File: src/ourx_pkg.sv
// ----------------------------------------------------------------------------
// ourx_pkg
// Shared types and constants for the oversampled receive-line front end.
// ----------------------------------------------------------------------------
package ourx_pkg;

   // Register widths and indexes
   localparam int CSR_DATA_W  = 6;
   localparam int CSR_INDEX_W = 1;

   localparam logic [CSR_INDEX_W-1:0] CSR_LINE_MODE = 1'd0;
   localparam logic [CSR_INDEX_W-1:0] CSR_BIT_TICKS = 1'd1;

   localparam logic       LINE_MODE_RESET = 1'b0;
   localparam logic [5:0] BIT_TICKS_RESET = 6'd12;

   localparam logic MODE_UART   = 1'b0;
   localparam logic MODE_FILTER = 1'b1;

   // Receiver phase codes
   localparam logic [3:0] PHASE_IDLE    = 4'd0;
   localparam logic [3:0] PHASE_START   = 4'd1;
   localparam logic [3:0] PHASE_CONFIRM = 4'd2;
   localparam logic [3:0] PHASE_DATA0   = 4'd3;
   localparam logic [3:0] PHASE_DATA7   = 4'd10;
   localparam logic [3:0] PHASE_STOP    = 4'd11;

   // Integrator limit in filter mode
   localparam logic [5:0] INTEG_TOP = 6'd10;

   typedef struct packed {
      logic       line_mode;
      logic [5:0] bit_ticks;
   } cfg_type;

   typedef struct packed {
      logic       event_res;
      logic [7:0] data_byte;
      logic       filtered_level;
   } result_type;

endpackage

File: src/ourx_if.sv
// ----------------------------------------------------------------------------
// ourx_if
// Valid/ready channels for line samples and receive results.
// ----------------------------------------------------------------------------
interface ourx_req_if;
   logic valid;
   logic ready;
   logic line_sample;

   modport source (output valid, output line_sample, input ready);
   modport sink   (input valid, input line_sample, output ready);
endinterface

interface ourx_rsp_if;
   logic       valid;
   logic       ready;
   logic       event_res;
   logic [7:0] data_byte;
   logic       filtered_level;

   modport source (output valid, output event_res, output data_byte,
                   output filtered_level, input ready);
   modport sink   (input valid, input event_res, input data_byte,
                   input filtered_level, output ready);
endinterface

File: src/ourx_csr.sv
// ----------------------------------------------------------------------------
// ourx_csr
// Configuration registers: line mode and bit interval.
// ----------------------------------------------------------------------------
module ourx_csr
   import ourx_pkg::*;
(
   input  logic                   clock,
   input  logic                   reset,
   input  logic                   csr_write,
   input  logic [CSR_INDEX_W-1:0] csr_index,
   input  logic [CSR_DATA_W-1:0]  csr_wdata,
   output cfg_type                cfg
);

   cfg_type cfg_ff, cfg_in;

   always_comb begin
      cfg_in = cfg_ff;
      if (csr_write) begin
         unique case (csr_index)
            CSR_LINE_MODE: cfg_in.line_mode = csr_wdata[0];
            CSR_BIT_TICKS: cfg_in.bit_ticks = csr_wdata[5:0];
            default:       cfg_in = cfg_ff;
         endcase
      end
   end

   always_ff @(posedge clock) begin
      if (reset) begin
         cfg_ff.line_mode <= LINE_MODE_RESET;
         cfg_ff.bit_ticks <= BIT_TICKS_RESET;
      end else begin
         cfg_ff <= cfg_in;
      end
   end

   assign cfg = cfg_ff;

endmodule

File: src/ourx_core.sv
// ----------------------------------------------------------------------------
// ourx_core
// Receiver/filter state and its one-sample update.
// ----------------------------------------------------------------------------
module ourx_core
   import ourx_pkg::*;
(
   input  logic       clock,
   input  logic       reset,
   input  cfg_type    cfg,
   input  logic       step,
   input  logic       line_sample,
   output result_type result
);

   logic [5:0] tick_timer_ff, tick_timer_in;
   logic [3:0] phase_ff, phase_in;
   logic [7:0] shift_byte_ff, shift_byte_in;

   logic [5:0] integ;
   logic [3:0] phase_inc;
   logic [3:0] bit_pos;
   logic [5:0] stop_wait;

   always_comb begin
      tick_timer_in  = tick_timer_ff;
      phase_in       = phase_ff;
      shift_byte_in  = shift_byte_ff;
      result         = '0;
      integ          = tick_timer_ff;
      phase_inc      = phase_ff + 4'd1;
      bit_pos        = phase_inc - PHASE_DATA0;
      stop_wait      = (cfg.bit_ticks != 6'd0) ? cfg.bit_ticks - 6'd1 : 6'd0;

      if (cfg.line_mode == MODE_FILTER) begin
         // Saturating integrator; values above the top only decay
         if (line_sample) begin
            if (tick_timer_ff < INTEG_TOP) integ = tick_timer_ff + 6'd1;
         end else if (tick_timer_ff != 6'd0) begin
            integ = tick_timer_ff - 6'd1;
         end
         tick_timer_in = integ;
         if (integ == 6'd0 && phase_ff != 4'd0) begin
            phase_in = 4'd0;
         end else if (integ >= INTEG_TOP && phase_ff != 4'd1) begin
            phase_in = 4'd1;
            result.event_res = 1'b1;
         end
         result.filtered_level = (phase_in == 4'd1);
      end else if (tick_timer_ff != 6'd0) begin
         tick_timer_in = tick_timer_ff - 6'd1;
      end else begin
         tick_timer_in = cfg.bit_ticks;
         phase_in      = phase_inc;
         unique case (phase_inc) inside
            PHASE_START: begin
               tick_timer_in = 6'd0;
               if (line_sample) phase_in = PHASE_IDLE;
            end
            PHASE_CONFIRM: begin
               if (line_sample) begin
                  tick_timer_in = 6'd0;
                  phase_in      = PHASE_IDLE;
               end else begin
                  shift_byte_in = 8'd0;
               end
            end
            [PHASE_DATA0:PHASE_DATA7]: begin
               if (line_sample) shift_byte_in[bit_pos[2:0]] = 1'b1;
               if (phase_inc == PHASE_DATA7) tick_timer_in = stop_wait;
            end
            default: begin
               // Stop bit, wrap or out-of-range phase: drop back to idle
               if (phase_inc == PHASE_STOP && line_sample) begin
                  result.event_res = 1'b1;
                  result.data_byte = shift_byte_ff;
               end
               tick_timer_in = 6'd0;
               phase_in      = PHASE_IDLE;
            end
         endcase
      end
   end

   always_ff @(posedge clock) begin
      if (reset) begin
         tick_timer_ff <= 6'd0;
         phase_ff      <= PHASE_IDLE;
         shift_byte_ff <= 8'd0;
      end else if (step) begin
         tick_timer_ff <= tick_timer_in;
         phase_ff      <= phase_in;
         shift_byte_ff <= shift_byte_in;
      end
   end

endmodule

File: src/oversampled_uart_receiver_top.sv
// Latency: a result appears in the cycle after its sample is accepted.
// Throughput: one sample per clock unless results stall; the single result
//   register set by the one-pass state update is the only stage.
// Reset: synchronous, active high; clears receiver state and the result
//   valid flag, and restores the configuration (line_mode 0, bit_ticks 12).
// ----------------------------------------------------------------------------
// oversampled_uart_receiver_top
// 8N1 receiver with oversampled line input, or integrating line filter.
// ----------------------------------------------------------------------------
module oversampled_uart_receiver_top
   import ourx_pkg::*;
(
   input  logic                   clock,
   input  logic                   reset,
   ourx_req_if.sink               req_ch,
   ourx_rsp_if.source             rsp_ch,
   input  logic                   csr_write,
   input  logic [CSR_INDEX_W-1:0] csr_index,
   input  logic [CSR_DATA_W-1:0]  csr_wdata
);

   cfg_type    cfg;
   result_type result;
   result_type result_ff;
   logic       rsp_valid_ff, rsp_valid_in;
   logic       step;

   // Hold configuration written between frames
   ourx_csr u_csr (
      .clock     (clock),
      .reset     (reset),
      .csr_write (csr_write),
      .csr_index (csr_index),
      .csr_wdata (csr_wdata),
      .cfg       (cfg)
   );

   // Accept a request whenever the result register is empty or draining
   assign req_ch.ready = !rsp_valid_ff || rsp_ch.ready;
   assign step         = req_ch.valid && req_ch.ready;

   // Advance the receiver/filter state by one sample per accepted request
   ourx_core u_core (
      .clock       (clock),
      .reset       (reset),
      .cfg         (cfg),
      .step        (step),
      .line_sample (req_ch.line_sample),
      .result      (result)
   );

   // Every request yields exactly one result; hold it until taken
   always_comb begin
      rsp_valid_in = rsp_valid_ff;
      if (step) begin
         rsp_valid_in = 1'b1;
      end else if (rsp_ch.ready) begin
         rsp_valid_in = 1'b0;
      end
   end

   always_ff @(posedge clock) begin
      if (reset) begin
         rsp_valid_ff <= 1'b0;
      end else begin
         rsp_valid_ff <= rsp_valid_in;
      end
   end

   always_ff @(posedge clock) begin
      if (step) begin
         result_ff <= result;
      end
   end

   assign rsp_ch.valid          = rsp_valid_ff;
   assign rsp_ch.event_res      = result_ff.event_res;
   assign rsp_ch.data_byte      = result_ff.data_byte;
   assign rsp_ch.filtered_level = result_ff.filtered_level;

endmodule

File: src/flat_wrapper.sv
// flat-port wrapper written by rule: the top's interface ports become plain ports
module oversampled_uart_receiver_top_flat import ourx_pkg::*;
  (clock, reset, csr_write, csr_index, csr_wdata, req_ch_valid, req_ch_line_sample, req_ch_ready, rsp_ch_valid, rsp_ch_event_res, rsp_ch_data_byte, rsp_ch_filtered_level, rsp_ch_ready);
  ourx_req_if req_ch_i ();
  ourx_rsp_if rsp_ch_i ();
  input  logic clock;
  input  logic reset;
  input  logic csr_write;
  input  logic [CSR_INDEX_W-1:0] csr_index;
  input  logic [CSR_DATA_W-1:0] csr_wdata;
  input wire logic [$bits(req_ch_i.valid)-1:0] req_ch_valid;
  input wire logic [$bits(req_ch_i.line_sample)-1:0] req_ch_line_sample;
  output wire logic [$bits(req_ch_i.ready)-1:0] req_ch_ready;
  output wire logic [$bits(rsp_ch_i.valid)-1:0] rsp_ch_valid;
  output wire logic [$bits(rsp_ch_i.event_res)-1:0] rsp_ch_event_res;
  output wire logic [$bits(rsp_ch_i.data_byte)-1:0] rsp_ch_data_byte;
  output wire logic [$bits(rsp_ch_i.filtered_level)-1:0] rsp_ch_filtered_level;
  input wire logic [$bits(rsp_ch_i.ready)-1:0] rsp_ch_ready;
  assign req_ch_i.valid = req_ch_valid;
  assign req_ch_i.line_sample = req_ch_line_sample;
  assign req_ch_ready = req_ch_i.ready;
  assign rsp_ch_valid = rsp_ch_i.valid;
  assign rsp_ch_event_res = rsp_ch_i.event_res;
  assign rsp_ch_data_byte = rsp_ch_i.data_byte;
  assign rsp_ch_filtered_level = rsp_ch_i.filtered_level;
  assign rsp_ch_i.ready = rsp_ch_ready;
  oversampled_uart_receiver_top u_core (.clock(clock), .reset(reset), .req_ch(req_ch_i), .rsp_ch(rsp_ch_i), .csr_write(csr_write), .csr_index(csr_index), .csr_wdata(csr_wdata));
endmodule
File: config.mk
export PLATFORM = sky130hd
export DESIGN_NAME = oversampled_uart_receiver_top_flat
export DESIGN_NICKNAME = d
export VERILOG_FILES = /design/src/ourx_pkg.sv /design/src/ourx_if.sv /design/src/ourx_csr.sv /design/src/ourx_core.sv /design/src/oversampled_uart_receiver_top.sv /design/src/flat_wrapper.sv
export SDC_FILE = /design/constraint.sdc
export NUM_CORES = 1
export LEC_CHECK = 0
export ABC_CLOCK_PERIOD_IN_PS = 3700
export BUFFER_PORTS_ARGS = -buffer_cell sky130_fd_sc_hd__clkbuf_2
export CORE_UTILIZATION = 45
export DETAILED_ROUTE_END_ITERATION = 12
export PLACE_DENSITY = 0.69
export SLEW_MARGIN = 15
export SYNTH_ARGS = -nofsm -noshare
export SYNTH_HDL_FRONTEND = slang
export SYNTH_SLANG_ARGS = --single-unit
File: constraint.sdc
create_clock -name clock -period 3.7 [get_ports clock]
set_input_delay 0.37 -clock clock [delete_from_list [all_inputs] [get_ports clock]]
set_output_delay 0.37 -clock clock [all_outputs]
set_load 0.01 [all_outputs]
### Yosys cells after proc, flatten, opt, wreduce, memory -nomap -nowiden

Cells that the tools add are included.
Widths: inputs -> output; s select.

* bits in registers: 36
* input port bits: 13
* output and inout port bits: 12
* word-level logic and storage cells: 85

* $add $sub $neg: 5
* $lt $le $gt $ge: 6
* eq/ne operators: 9
* mux-type cells: 30
* bitwise gates (word level): 5
* reductions and logical operators: 21

Operator list (number)
* $mux 6: 9
* $mux 9: 3
* $mux 4: 6
* $mux 8: 2
* $pmux 8 s2: 1
* $pmux 6 s2: 1
* $reduce_bool 6->1: 2
* $sub 6x1->6 const B: 2
* $eq 4x1->1 const B: 2
* $eq 4x4->1 const B: 2
* $or 8x8->8: 1
* $pmux 4 s2: 1
* $add 6x1->6 const B: 1
* $ge 6x4->1 const B: 1
* $logic_and 1x1->1: 6
* $logic_not 6->1: 1
* $lt 6x4->1 const B: 1
* $mux 1: 6
* $reduce_and 2->1: 3
* $reduce_and 6->1: 1
* $reduce_or 6->1: 1
* $add 4x1->4 const B: 1
* $eq 4x2->1 const B: 1
* $ge 4x2->1 const B: 1
* other kinds (15): 20

### Logic depth before layout (Yosys ltp)

* depth in word-level cells: 10
* mapped depth: 10
* depth with buffers taken out: 9

### Hierarchy

From an unflattened synthesis, not the netlist that was laid out.

* cells, all modules: 279
* area total of the unflattened synthesis: 2462.4 µm²

Modules (own cells, without submodules)
* ourx_core: instances 1, cells each 235, area an instance 1805.5 µm², sequential area each 360.3 µm²
* oversampled_uart_receiver_top: instances 1, cells each 15, area an instance 355.3 µm², sequential area each 320.3 µm²
* ourx_csr: instances 1, cells each 29, area an instance 301.5 µm², sequential area each 140.1 µm²

### Least setup slack after synthesis

No wires, ideal clock.

* kind: register -> register
* start point: register u_core.u_core.phase_ff[0]
* end point: register u_core.u_core.tick_timer_ff[5]
* library setup time: 0.070 ns
* arrival: 2.378 ns
* required time: 3.630 ns
* slack: 1.252 ns
* stages on the path, launching flop included: 11
* path buffers: 1
* period minus slack after synthesis: 2.448 ns
* cell sequence: dfxtp_1 clkbuf_1 inv_1 ha_1 nor2b_1 o21ai_0 o2111ai_1 a21oi_1 a221oi_1 a211o_1 a21oi_1

* longest elaborated chain between the ends: 6

Ends and longest elaborated chain
* start: declaration: line ourx_core.sv:17 `logic [3:0] phase_ff, phase_in;`
* start signal: assignment: line ourx_core.sv:92 `phase_ff <= phase_in;`
* $add 4x1->4 *: line ourx_core.sv:31 `phase_inc = phase_ff + 4'd1;`
* $ge 4x2->1 (no line) (tied with other cells)
* $logic_and 1x1->1 (no line) / $mux 6 (equally long branches)
* $pmux 6 s2 *: line ourx_core.sv:55 `unique case (phase_inc) inside`
* $mux 6 *: line ourx_core.sv:50 `end else if (tick_timer_ff != 6'd0) begin`
* $mux 6 *: line ourx_core.sv:35 `if (cfg.line_mode == MODE_FILTER) begin`
* end signal: assignment: line ourx_core.sv:91 `tick_timer_ff <= tick_timer_in;`
* end: declaration: line ourx_core.sv:16 `logic [5:0] tick_timer_ff, tick_timer_in;`

Mark *: on every way between the ends. The rest lies on a longest branch, timed or not.
A chain may end at the register's enable or synchronous reset.

### Final worst setup path

* start point: register u_core.u_core.phase_ff[1]
* end point: register u_core.u_core.tick_timer_ff[0]

Same word-level chain as after synthesis.

==> results.cfg <==
[outcome]
run_status = completed

[critical_path]
arrival_ns = 2.99
rr_startpoint = u_core.u_core.phase_ff[1]
r2r-end = u_core.u_core.tick_timer_ff[0]
reg2reg_slack_ns = 0.87
critPathLaunchType = register
worstPathMaxFanout = 13
critPathKind = reg2reg
cp.required_ns = 3.86
crit_start = u_core.u_core.phase_ff[1]
end_kind = register
r2r_cells = 9

[clock_network]
cts_sinks = 36
cts_buffers = 5
clk_path_buf_depth = 2
clk_latency_ns = 0.29
cts_resized = 0
cts_setup_buffers = 0
cts_htree_levels = 2
cts_root_buf = clkbuf_8
cts_hold_buf = 0
cts_tree = yes
cts.clk_slew.worst_paths_ns = 0.08

[global_routing]
use_met3_pct = 4.69
grt.total_usage_pct = 22.0
use_met2_pct = 34.3
grt_overflow = 0
first_global_vias = 2016
met1_usage_pct = 29.7
antenna_found_initial = 0
busiest_layer = met2
grt_max_degree = 19
grt_first_pass_wirelength_mm = 9.34

[placed_design]
place.gp.congestion = 0.908
portBuffers = 24
place_hpwl_mm = 4.21

[flow_run]
max_cap_violations = 0

[detailed_routing]
wl_per_cell_um = 14.5
dr.pass1.iters = 5
vias = 2285
vias_per_cell = 5.87
drc = 0
ant_nets = 0
drt-initial-drc-count = 136
routed_wl_mm = 5.64

[yosys]
synth_async_sr_flop_share_pct = 0
avgSynthCellArea_um2 = 8.02
yosys_warnings = 0
synth-edff-count = 10
ys_ff_latch = 36
ys.flop_type = dfxtp_1
synth_area_um2 = 2390
syn-num-nets = 321
synth_top_area_cell = dfxtp_1
netlist_instances = 298
ys_types = 62
synth.top_cells.by_area = dfxtp_1 (22%), edfxtp_1 (13%), nand2_1 (5.7%)
seq_area_frac_synth_pct = 34.4
synth_top_area_share_pct = 21.8

[timing]
holdWs_ns = 0.302
setup_violations = 0
finalCriticalPeriod_ns = 2.83
drv_slew = 0
worstMarginPinSlew_ns = 0.689
final.setup.tns_ns = 0
finClkSkew_ns = 0.00883
rsz0062_at_grt = no
post-route-period-util_pct = 76.5
finalHoldViolCount = 0
fmax_ghz = 0.353
relSlewSlack_pct = 53.8

[power]
p_per_area_nw_per_um2 = 444
vdd_drop_max_v = 0.000222
power.static_leakage_uw = 0.00102

[min_path]
min_path_cells = 3
hp-class = in2reg
worstHoldStart = req_ch_valid
holdPathEnd = u_core.rsp_ch.valid

[floorplanning]
die_y_um = 74.9
die_w_um = 74.9
num_rows = 26
initial_core_util_pct = 46.8
die_area_um2 = 5600
ios = 25
design.core.area_um2 = 5110

[cells_and_area]
areaGrowthSynthToFinish_pct = 10.2
layout-drive-gt1-share_pct = 13.2
finalNetCount = 341
diodes = 0
fillers = 501
[synthesized netlist by cell type, types with 5 or more instances]
cell / number
nand2_1: 36
nor2_1: 27
dfxtp_1: 26
a21oi_1: 22
inv_1: 18
and2_1: 12
nand3_1: 12
o21ai_0: 12
edfxtp_1: 10
ha_1: 10
nor3_1: 8
a31oi_1: 7
a21o_1: 5
clkbuf_1: 5
nand4_1: 5
nor4_1: 5
or3_1: 5
[worst max-delay path: stages (launching register included)]
cell       delay, ns
dfxtp_1         0.60
inv_1           0.20
ha_1            0.34
nor2b_1         0.19
o21ai_0         0.17
o2111ai_1       0.17
nand2_1         0.16
o21ai_0         0.11
a311o_1         0.39
a221oi_1        0.38
[layout by cell type, fill, tap and decap left out, types with 7 or more instances in the layout]
master	instances
nand2_1	36
nor2_1	27
dfxtp_1	26
clkbuf_2	24
a21oi_1	22
inv_1	18
o21ai_0	12
nand3_1	12
and2_1	12
ha_1	10
edfxtp_1	10
nor3_1	8
a31oi_1	7
[sequential cells by signal (all words and copies together) (netlist names)]
signal	count
u_core.rsp_ch.data_byte	8
u_core.u_core.shift_byte_ff	8
u_core.u_csr.cfg	7
u_core.u_core.tick_timer_ff	6
u_core.u_core.phase_ff	4
u_core.rsp_ch.event_res	1
u_core.rsp_ch.filtered_level	1
u_core.rsp_ch.valid	1
[worst max-delay path by stage]
stage	to	slack, ns	depth (start not counted)
global route	u_core.u_core.tick_timer_ff[5]	0.67	9
global placement	u_core.rsp_ch.filtered_level	0.97	8
floorplan	u_core.u_core.tick_timer_ff[5]	1.25	10
CTS	u_core.u_core.tick_timer_ff[5]	0.94	9
finish	u_core.u_core.tick_timer_ff[0]	0.87	9
detailed placement	u_core.u_core.tick_timer_ff[5]	0.97	9
[power breakdown]
group | internal (uW) | total (uW) | switching, uW
clock | 131 | 277 | 146
combinational | 161 | 409 | 248
sequential | 431 | 482 | 50.7
total | 723 | 1170 | 444
[stage by stage]
stage	std cells	cell area, um2	power [uW]	util [%]	worst slack, ns
floorplan	298	2390	790	-	1.25
global placement	381	2540	888	49.8	0.974
detailed placement	381	2540	891	49.8	0.966
CTS	389	2630	1170	51.5	0.942
global route	389	2630	1250	51.5	0.671
finish	389	2630	1170	51.5	0.870
[cell type report]
type	instances	area (um2)	area share, %
multi-input combinational	230	1430	54.3
sequential	36	821	31.2
timing repair buffer	26	135	5.14
tap	70	87.6	3.33
inverter	19	71.3	2.71
clock buffer	5	68.8	2.62
clock inverter	3	18.8	0.713
[cell families (layout without fill, tap and decap cells)]
group / count (synthesis) / after routing / synth area share [%]
AO/OA/AOI/OAI: 89 / 89 / 26.7
flip-flops: 36 / 36 / 34.4
XOR/XNOR: 2 / 2 / 0.734
adder cells (fa/ha/maj): 10 / 10 / 5.24
multiplexers: 1 / 1 / 0.471
AND/OR/NAND/NOR: 128 / 128 / 26.7
buffers and inverters: 32 / 53 / 5.81
[per-layer routing]
layer  vias up  share of wire [%]
met4         0                2.1
met5         -                  0
met1      1044                 47
li1       1147                  -
met2        80                 45
met3        14                5.4
No activity file was read; power rests on OpenSTA's default activity.
